**config.mk**
```make
export PLATFORM = sky130hd
export DESIGN_NAME = sample_mean_stddev_max
export DESIGN_NICKNAME = d
export VERILOG_FILES = /design/src/hdl/smsm_pkg.sv /design/src/hdl/smsm_front.sv /design/src/hdl/smsm_fifo.sv /design/src/hdl/smsm_back.sv /design/src/hdl/sample_mean_stddev_max.sv
export VERILOG_INCLUDE_DIRS = /design/src /design/src/hdl
export SDC_FILE = /design/constraint.sdc
export NUM_CORES = 2
export LEC_CHECK = 0
export BUFFER_PORTS_ARGS = -buffer_cell sky130_fd_sc_hd__clkbuf_2
export CORE_MARGIN = 4
export CORE_UTILIZATION = 50
export CTS_CLUSTER_SIZE = 14
export DETAILED_ROUTE_END_ITERATION = 10
export PLACE_DENSITY = 0.75
export SKIP_CTS_REPAIR_TIMING = 1
export SKIP_LAST_GASP = 1
export SLEW_MARGIN = 30
export SYNTH_ARGS = -nofsm -noshare
export SYNTH_HDL_FRONTEND = slang
export SYNTH_SLANG_ARGS = --single-unit
```
**constraint.sdc**
```tcl
create_clock -name clk_i -period 20.4 [get_ports clk_i]
set_input_delay 1.02 -clock clk_i [delete_from_list [all_inputs] [get_ports clk_i]]
set_output_delay 1.02 -clock clk_i [all_outputs]
set_load 0.02 [all_outputs]
```
**src/hdl/sample_mean_stddev_max_defines.svh**
```systemverilog
// assertion macros for the sample statistics block
`ifndef SAMPLE_MEAN_STDDEV_MAX_DEFINES_SVH
`define SAMPLE_MEAN_STDDEV_MAX_DEFINES_SVH
`ifndef ASSERT_OFF
`define SMSM_ASSERT(lbl, prop, msg) \
  lbl: assert property (@(posedge clk_i) disable iff (!rst_ni) prop) else $error(msg);
`define SMSM_ASSERT_NEVER(lbl, expr, msg) \
  lbl: assert property (@(posedge clk_i) disable iff (!rst_ni) !(expr)) else $error(msg);
`else
`define SMSM_ASSERT(lbl, prop, msg)
`define SMSM_ASSERT_NEVER(lbl, expr, msg)
`endif
`endif

```
**src/hdl/smsm_pkg.sv**
```systemverilog
package smsm_pkg;

  localparam logic [29:0] SampleMin = 30'd1;
  localparam logic [29:0] SampleMax = 30'd1000000000;

  localparam logic [1:0] StatusOk      = 2'd0;
  localparam logic [1:0] StatusFew     = 2'd1;
  localparam logic [1:0] StatusDropped = 2'd2;

  typedef struct packed {
    logic [29:0] sample;
    logic        last;
  } in_item_t;

  typedef struct packed {
    logic [29:0] mean_value;
    logic [29:0] std_dev;
    logic [29:0] largest_value;
    logic [4:0]  sample_count;
    logic [1:0]  status;
  } result_t;

  // accumulated totals of one finished set
  typedef struct packed {
    logic [33:0] sum;
    logic [63:0] sum_sq;
    logic [29:0] max;
    logic [4:0]  count;
    logic        dropped;
  } snap_t;

  typedef struct packed {
    logic valid;
    logic ready;
  } hs_t;

endpackage

```
**src/hdl/smsm_front.sv**
```systemverilog
module smsm_front #(
  parameter int MaxSamples = 16
) (
  input  logic             clk_i,
  input  logic             rst_ni,
  input  logic             push_i,
  input  smsm_pkg::in_item_t item_i,
  output logic             full_o,
  output smsm_pkg::snap_t  snap_o,
  output logic             snap_push_o,
  input  logic             snap_full_i
);
  import smsm_pkg::*;

  logic        s1_v_q;
  logic        s1_last_q;
  logic [29:0] s1_smp_q;
  logic [29:0] clamp;
  logic        stall;

  logic [33:0] sum_q, sum_d;
  logic [63:0] sq_q, sq_d;
  logic [29:0] max_q, max_d;
  logic [4:0]  cnt_q, cnt_d;
  logic        drop_q, drop_d;
  logic [59:0] square;

  assign stall  = s1_v_q & s1_last_q & snap_full_i;
  assign full_o = stall;

  always_comb begin
    clamp = item_i.sample;
    if (clamp < SampleMin) clamp = SampleMin;
    if (clamp > SampleMax) clamp = SampleMax;
  end

  assign square = 60'(s1_smp_q) * 60'(s1_smp_q);

  always_comb begin
    sum_d  = sum_q;
    sq_d   = sq_q;
    max_d  = max_q;
    cnt_d  = cnt_q;
    drop_d = drop_q;
    if (cnt_q < 5'(MaxSamples)) begin
      sum_d = sum_q + 34'(s1_smp_q);
      sq_d  = sq_q + 64'(square);
      if (s1_smp_q > max_q) max_d = s1_smp_q;
      cnt_d = cnt_q + 5'd1;
    end else begin
      drop_d = 1'b1;
    end
  end

  assign snap_o      = '{sum: sum_d, sum_sq: sq_d, max: max_d, count: cnt_d, dropped: drop_d};
  assign snap_push_o = s1_v_q & s1_last_q & ~snap_full_i;

  always_ff @(posedge clk_i or negedge rst_ni) begin
    if (!rst_ni) begin
      s1_v_q <= 1'b0;
      sum_q  <= '0;
      sq_q   <= '0;
      max_q  <= '0;
      cnt_q  <= '0;
      drop_q <= 1'b0;
    end else if (!stall) begin
      s1_v_q <= push_i;
      if (s1_v_q) begin
        if (s1_last_q) begin
          sum_q  <= '0;
          sq_q   <= '0;
          max_q  <= '0;
          cnt_q  <= '0;
          drop_q <= 1'b0;
        end else begin
          sum_q  <= sum_d;
          sq_q   <= sq_d;
          max_q  <= max_d;
          cnt_q  <= cnt_d;
          drop_q <= drop_d;
        end
      end
    end
  end

  always_ff @(posedge clk_i) begin
    if (!stall) begin
      s1_smp_q  <= clamp;
      s1_last_q <= item_i.last;
    end
  end

endmodule

```
**src/hdl/smsm_fifo.sv**
```systemverilog
module smsm_fifo (
  input  logic            clk_i,
  input  logic            rst_ni,
  input  logic            push_i,
  input  smsm_pkg::snap_t data_i,
  output logic            full_o,
  output smsm_pkg::hs_t   hs_o,
  input  logic            pop_i,
  output smsm_pkg::snap_t data_o
);
  import smsm_pkg::*;

  snap_t      mem_q [2];
  logic       wr_q, rd_q;
  logic [1:0] cnt_q;
  logic       do_push, do_pop;

  assign full_o     = cnt_q[1];
  assign hs_o.valid = (cnt_q != 2'd0);
  assign hs_o.ready = ~cnt_q[1];
  assign data_o     = mem_q[rd_q];
  assign do_push    = push_i & ~cnt_q[1];
  assign do_pop     = pop_i & (cnt_q != 2'd0);

  always_ff @(posedge clk_i or negedge rst_ni) begin
    if (!rst_ni) begin
      wr_q  <= 1'b0;
      rd_q  <= 1'b0;
      cnt_q <= '0;
    end else begin
      if (do_push) wr_q <= ~wr_q;
      if (do_pop) rd_q <= ~rd_q;
      if (do_push & ~do_pop) cnt_q <= cnt_q + 2'd1;
      else if (do_pop & ~do_push) cnt_q <= cnt_q - 2'd1;
    end
  end

  always_ff @(posedge clk_i) begin
    if (do_push) mem_q[wr_q] <= data_i;
  end

endmodule

```
**src/hdl/smsm_back.sv**
```systemverilog
module smsm_back (
  input  logic              clk_i,
  input  logic              rst_ni,
  input  smsm_pkg::hs_t     snap_hs_i,
  input  smsm_pkg::snap_t   snap_i,
  output logic              snap_pop_o,
  output smsm_pkg::result_t res_o,
  output logic              empty_o,
  input  logic              pop_i
);
  import smsm_pkg::*;

  localparam logic [2:0] StIdle = 3'd0;
  localparam logic [2:0] StMul  = 3'd1;
  localparam logic [2:0] StSub  = 3'd2;
  localparam logic [2:0] StDiv  = 3'd3;
  localparam logic [2:0] StSqrt = 3'd4;
  localparam logic [2:0] StOut  = 3'd5;

  logic [2:0]  st_q;
  logic [6:0]  cnt_q;
  logic        out_v_q;
  result_t     res_q;

  logic [33:0] mulr_q;
  logic [33:0] sum_q;
  logic [29:0] max_q;
  logic [4:0]  n_q;
  logic        drop_q;
  logic [67:0] nq_q;
  logic [67:0] ss_q;
  logic [33:0] mdiv_q;
  logic [4:0]  mrem_q;
  logic [67:0] vdiv_q;
  logic [7:0]  vrem_q;
  logic [7:0]  d_q;
  logic [63:0] sv_q, sres_q, sbit_q;

  logic [5:0]  m_r;
  logic        m_ge;
  logic [8:0]  v_r;
  logic        v_ge;
  logic [63:0] s_t;
  logic        s_ge;
  logic        out_free;
  logic [1:0]  status;

  assign m_r  = {mrem_q, mdiv_q[33]};
  assign m_ge = m_r >= {1'b0, n_q};
  assign v_r  = {vrem_q, vdiv_q[67]};
  assign v_ge = v_r >= {1'b0, d_q};
  assign s_t  = sres_q + sbit_q;
  assign s_ge = sv_q >= s_t;

  assign out_free   = ~out_v_q | pop_i;
  assign snap_pop_o = (st_q == StIdle) & snap_hs_i.valid;
  assign empty_o    = ~out_v_q;
  assign res_o      = res_q;

  always_comb begin
    priority if (drop_q) status = StatusDropped;
    else if (n_q < 5'd2) status = StatusFew;
    else status = StatusOk;
  end

  always_ff @(posedge clk_i or negedge rst_ni) begin
    if (!rst_ni) begin
      st_q    <= StIdle;
      cnt_q   <= '0;
      out_v_q <= 1'b0;
    end else begin
      if (pop_i) out_v_q <= 1'b0;
      unique case (st_q)
        StIdle: if (snap_hs_i.valid) begin
          st_q  <= StMul;
          cnt_q <= 7'd33;
        end
        StMul: begin
          cnt_q <= cnt_q - 7'd1;
          if (cnt_q == 7'd0) st_q <= (n_q >= 5'd2) ? StSub : StOut;
        end
        StSub: begin
          st_q  <= StDiv;
          cnt_q <= 7'd67;
        end
        StDiv: begin
          cnt_q <= cnt_q - 7'd1;
          if (cnt_q == 7'd0) begin
            st_q  <= StSqrt;
            cnt_q <= 7'd31;
          end
        end
        StSqrt: begin
          cnt_q <= cnt_q - 7'd1;
          if (cnt_q == 7'd0) st_q <= StOut;
        end
        StOut: if (out_free) begin
          st_q    <= StIdle;
          out_v_q <= 1'b1;
        end
        default: st_q <= StIdle;
      endcase
    end
  end

  always_ff @(posedge clk_i) begin
    unique case (st_q)
      StIdle: begin
        sum_q  <= snap_i.sum;
        mulr_q <= snap_i.sum;
        mdiv_q <= snap_i.sum;
        max_q  <= snap_i.max;
        n_q    <= snap_i.count;
        drop_q <= snap_i.dropped;
        nq_q   <= 68'(snap_i.sum_sq) * 68'(snap_i.count);
        ss_q   <= '0;
        mrem_q <= '0;
        sres_q <= '0;
      end
      StMul: begin
        // shift-add square of the sum, alongside the mean division
        ss_q   <= {ss_q[66:0], 1'b0} + (mulr_q[33] ? 68'(sum_q) : 68'd0);
        mulr_q <= {mulr_q[32:0], 1'b0};
        mrem_q <= m_ge ? 5'(m_r - {1'b0, n_q}) : m_r[4:0];
        mdiv_q <= {mdiv_q[32:0], m_ge};
      end
      StSub: begin
        vdiv_q <= nq_q - ss_q;
        vrem_q <= '0;
        d_q    <= 8'(10'(n_q) * 10'(n_q - 5'd1));
      end
      StDiv: begin
        vrem_q <= v_ge ? 8'(v_r - {1'b0, d_q}) : v_r[7:0];
        vdiv_q <= {vdiv_q[66:0], v_ge};
        if (cnt_q == 7'd0) begin
          sv_q   <= {vdiv_q[62:0], v_ge};
          sres_q <= '0;
          sbit_q <= 64'd1 << 62;
        end
      end
      StSqrt: begin
        if (s_ge) begin
          sv_q   <= sv_q - s_t;
          sres_q <= (sres_q >> 1) + sbit_q;
        end else begin
          sres_q <= sres_q >> 1;
        end
        sbit_q <= sbit_q >> 2;
      end
      StOut: if (out_free) begin
        res_q.mean_value    <= (n_q == 5'd0) ? 30'd0 : mdiv_q[29:0];
        res_q.std_dev       <= sres_q[29:0];
        res_q.largest_value <= (n_q == 5'd0) ? 30'd0 : max_q;
        res_q.sample_count  <= n_q;
        res_q.status        <= status;
      end
      default: ;
    endcase
  end

endmodule

```
**src/hdl/sample_mean_stddev_max.sv**
```systemverilog
// sample statistics: mean, sample standard deviation and maximum of a set
// input channel: push_i / full_o carry one sample item per cycle; an item
// with last set closes the set. samples are clamped to 1..1000000000 and
// samples past MaxSamples in one set are dropped (status reports it).
// result channel: empty_o low means res_o holds the oldest result; pop_i
// takes it. one result per closed set.
// throughput: one sample per cycle while full_o is low. the front
// accumulates sum, sum of squares, max and count in a two-stage pipe,
// then hands the totals of a finished set to a two-entry queue.
// the back unit works one set at a time: a load step, shift-add square
// and mean division, then for two or more samples a subtract step,
// bit-serial variance division and square root, then a step into the
// output register.
// reset clears the accumulators, the queue and the output valid flag.
// when the receiver stalls, the result holds; the back unit then waits,
// and once the queue is full a closing item holds full_o high.
module sample_mean_stddev_max #(
  parameter int MaxSamples = 16
) (
  input  logic              clk_i,
  input  logic              rst_ni,
  input  logic              push_i,
  input  smsm_pkg::in_item_t in_item_i,
  output logic              full_o,
  output logic              empty_o,
  input  logic              pop_i,
  output smsm_pkg::result_t res_o
);
  import smsm_pkg::*;

`include "sample_mean_stddev_max_defines.svh"

  snap_t snap_w, snap_r;
  logic  snap_push, snap_full, snap_pop;
  hs_t   snap_hs;

  smsm_front #(.MaxSamples(MaxSamples)) u_front (
    .clk_i       (clk_i),
    .rst_ni      (rst_ni),
    .push_i      (push_i),
    .item_i      (in_item_i),
    .full_o      (full_o),
    .snap_o      (snap_w),
    .snap_push_o (snap_push),
    .snap_full_i (snap_full)
  );

  smsm_fifo u_fifo (
    .clk_i  (clk_i),
    .rst_ni (rst_ni),
    .push_i (snap_push),
    .data_i (snap_w),
    .full_o (snap_full),
    .hs_o   (snap_hs),
    .pop_i  (snap_pop),
    .data_o (snap_r)
  );

  smsm_back u_back (
    .clk_i      (clk_i),
    .rst_ni     (rst_ni),
    .snap_hs_i  (snap_hs),
    .snap_i     (snap_r),
    .snap_pop_o (snap_pop),
    .res_o      (res_o),
    .empty_o    (empty_o),
    .pop_i      (pop_i)
  );

  `SMSM_ASSERT(a_count_range, !empty_o |-> (res_o.sample_count >= 5'd1 && res_o.sample_count <= 5'(MaxSamples)), "result count out of range")
  `SMSM_ASSERT(a_ok_needs_two, (!empty_o && res_o.status == StatusOk) |-> res_o.sample_count >= 5'd2, "ok status with fewer than two samples")
  `SMSM_ASSERT(a_sd_le_max, !empty_o |-> (res_o.std_dev <= res_o.largest_value && res_o.mean_value <= res_o.largest_value), "mean or deviation above maximum")
  `SMSM_ASSERT_NEVER(a_status_code, !empty_o && res_o.status == 2'd3, "undefined status code")

endmodule

```
==> results.py <==
metrics = {
    "flow_run": {
        "max_cap_violations": 0,
    },
    "cells_and_area": {
        "drive_above_1_share_pct": 6.740,
        "fin_area_um2": 103300,
        "nets": 11260,
        "fillers": 16450,
        "syn2layout_area_growth_pct": 7.225,
        "seq_area_um2": 31330,
        "multiInputGateArea_um2": 58410,
    },
    "sta": {
        "worst_pin_slew_ps": 1048,
        "skew_ps": 120.0,
        "fmax_mhz": 102.0,
        "finalMaxSlewViolations": 0,
        "timing.final.crit_share_pct": 48.04,
        "slew_headroom_pct": 29.37,
        "hold_violations": 0,
        "rsz0062_at_grt": "no",
        "period_needed_ps": 9799,
        "finalSetupTns_ps": 0,
        "final-setup-viol-count": 0,
    },
    "floorplanning": {
        "die-area_um2": 199800,
        "die_h_um": 447.0,
        "row_count": 160,
        "coreArea_um2": 191000,
        "num_io_pins": 134,
        "initial_core_util_pct": 50.46,
        "die_width_um": 447.0,
    },
    "synth": {
        "synthFlopType": "edfxtp_1",
        "synth_commonest_cells": "inv_1, nand2_1, fa_1",
        "synthCells": 9673,
        "syn_area_per_cell_um2": 9.962,
        "synth_edf_count": 918,
        "synthesis.area_um2": 96360,
        "ys_ff_latch": 1068,
        "yosys.cell_count.top_type": "inv_1",
        "synth.distinct_cells": 93,
        "synthArstFlopShare_pct": 14.04,
        "synth_top_area_share_pct": 28.61,
        "synth-seq-area-share_pct": 32.50,
        "yosysTopAreaCell": "edfxtp_1",
        "synth.area.top_cells": "edfxtp_1, fa_1, ha_1",
        "synth_warnings": 0,
    },
    "setup_path": {
        "path_max_fanout": 29,
        "crit_type": "reg2reg",
        "required_ps": 20830,
        "crit_arrival_ps": 10230,
        "cp_slowest_cell": "nor2_1",
        "critPathMaxStageDelay_ps": 770,
        "critPathLaunchType": "flop",
        "cpMostUsedCell": "fa_1",
        "r2r_cells": 29,
        "crit_path_end_kind": "flop",
    },
    "route": {
        "via_per_inst": 5.711,
        "postRouteAntennaNets": 0,
        "drc": 0,
        "drt_pass1_iterations": 6,
        "wire_per_inst_um": 19.67,
        "drt_iter0_markers": 5518,
        "totalWireLength_mm": 240.1,
        "routed-via-count": 69700,
    },
    "global_routing": {
        "grt_pass1_wl_mm": 387.2,
        "grt_max_degree": 98,
        "met2_usage_pct": 39.58,
        "antenna_found_initial": 4,
        "busiest_layer": "met2",
        "overflow": 0,
        "grt_use_met3_pct": 3.167,
        "first_global_vias": 71820,
        "met1_usage_pct": 31.98,
        "grt_use_total_pct": 24.16,
    },
    "placement": {
        "portBuffers": 133,
        "place_congestion": 0.9631,
        "dpl_cell_area_um2": 99430,
        "hpwl_mm": 184.7,
    },
    "cts": {
        "clkSinkCount": 1068,
        "clockBufferDepth": 3,
        "cts-root-buf": "clkbuf_16",
        "clk_pin_slew_ps": 70,
        "htreeDepth": 3,
        "cts_tree": "done",
        "cts_made_buffers": 109,
        "worstSkewPairLatency_ps": 810,
    },
    "run_status": {
        "status": "completed",
    },
    "min_path": {
        "worstHoldPathType": "in2async",
    },
}
## flip-flops by register name, indices dropped and copies added, names as in the netlist, 32 cells and up
| name | flops |
|---|---|
| u_back.nq_q | 68 |
| u_back.ss_q | 68 |
| u_back.mdiv_q | 34 |
| u_back.res_o | 97 |
| u_back.sv_q | 64 |
| u_fifo.mem_q | 268 |
| u_back.sbit_q | 32 |
| u_back.vdiv_q | 68 |
| u_back.sres_q | 64 |
| u_front.sq_q | 64 |
| u_back.sum_q | 34 |
| u_back.mulr_q | 34 |
| u_front.sum_q | 34 |
## per-stage QoR
step | util, % | hold slack (ps) | std cells | setup slack, ps
after global routing | 54.10 | 177.7 | 12200 | 10100
after floorplan | - | 427.2 | 9675 | 10450
after detailed placement | 52.06 | 479.5 | 12000 | 10870
after CTS | 54.05 | 131.1 | 12200 | 10720
final | 54.10 | 178.1 | 12200 | 10600
after global placement | 52.02 | 458.0 | 11990 | 10940
## critical path: cells and delay by family, from the launching register on
family,cells,cell delay [ps]
flip-flops,1,320
XOR/XNOR,1,180
AO/OA/AOI/OAI,8,2070
buffers and inverters,7,1270
AND/OR/NAND/NOR,5,1910
adder cells (fa/ha/maj),8,3610
## final cells by class
class | instances | share of cell area, %
Sequential cell | 1068 | 30.32
Timing Repair Buffer | 220 | 1.372
Antenna cell | 4 | 0.009687
Multi-Input combinational cell | 6809 | 56.53
Clock inverter | 72 | 0.9373
Inverter | 1391 | 5.056
Clock buffer | 128 | 2.738
Tap cell | 2511 | 3.041
## per-layer routing
metal,up-vias,wire length [um]
met2,2306,112300
met5,-,21
met3,540,15100
met4,4,12260
met1,34390,100400
li1,32460,-
## path summary, 6_finish.rpt
path | start | to | slack, ps
worst max-delay path | u_front.s1_smp_q[7]$_SDFFCE_PN0N_ | u_fifo.mem_q[1][90]$_DFFE_PP_ | 10600
worst min-delay path | rst_ni | u_front.sum_q[11]$_DFFE_PN0P_ | 180
worst max register to register | u_front.s1_smp_q[7]$_SDFFCE_PN0N_ | u_fifo.mem_q[1][90]$_DFFE_PP_ | 10600
worst min register to register | u_back.mulr_q[17]$_DFFE_PP_ | u_back.mulr_q[18]$_DFFE_PP_ | 460
max in group asynchronous | rst_ni | u_front.cnt_q[4]$_DFFE_PN0P_ | 18150
min in group clk_i | in_item_i[0] | u_front.s1_last_q$_DFFE_PN_ | 390
## layout by cell type (no fill, tap or decap), types with 32 or more instances in the layout
master / Yosys / layout
mux2_2: 140 / 140
o31ai_1: 36 / 35
clkbuf_16: 0 / 109
xnor2_1: 268 / 268
or2_2: 33 / 33
a211oi_1: 56 / 55
fa_1: 957 / 957
nor2_1: 606 / 601
dfrtp_1: 150 / 148
buf_4: 2 / 80
edfxtp_1: 918 / 918
and2_1: 243 / 242
nand4_1: 142 / 142
nand2b_1: 84 / 83
a21o_1: 203 / 202
nand3_1: 111 / 110
clkbuf_2: 1 / 132
mux2i_1: 89 / 84
o21ai_0: 497 / 494
nor2b_1: 152 / 151
inv_1: 1387 / 1385
o21a_1: 119 / 119
and3_1: 77 / 75
nand2_1: 1003 / 1000
xor2_1: 215 / 215
nor3_1: 63 / 63
a21oi_1: 455 / 452
ha_1: 665 / 665
o21bai_1: 72 / 72
a31o_2: 32 / 32
a22o_1: 54 / 54
a31oi_1: 90 / 90
## cell families (layout without fill, tap and decap cells)
group / Yosys count / count (layout) / share of synthesized area, %
xor+xnor: 483 / 483 / 4.390
flops: 1068 / 1068 / 32.50
other cells: 1 / 7 / 0.003892
buf+inv: 1798 / 1811 / 7.066
fa+ha+maj: 1623 / 1623 / 28.53
simple gates: 2613 / 2613 / 12.64
mux: 230 / 230 / 2.575
compound gates: 1857 / 1857 / 12.29
Power is left out: the tool's default activity adds up to more than one toggle a clock period on the data nets, which glitch-free logic cannot reach.
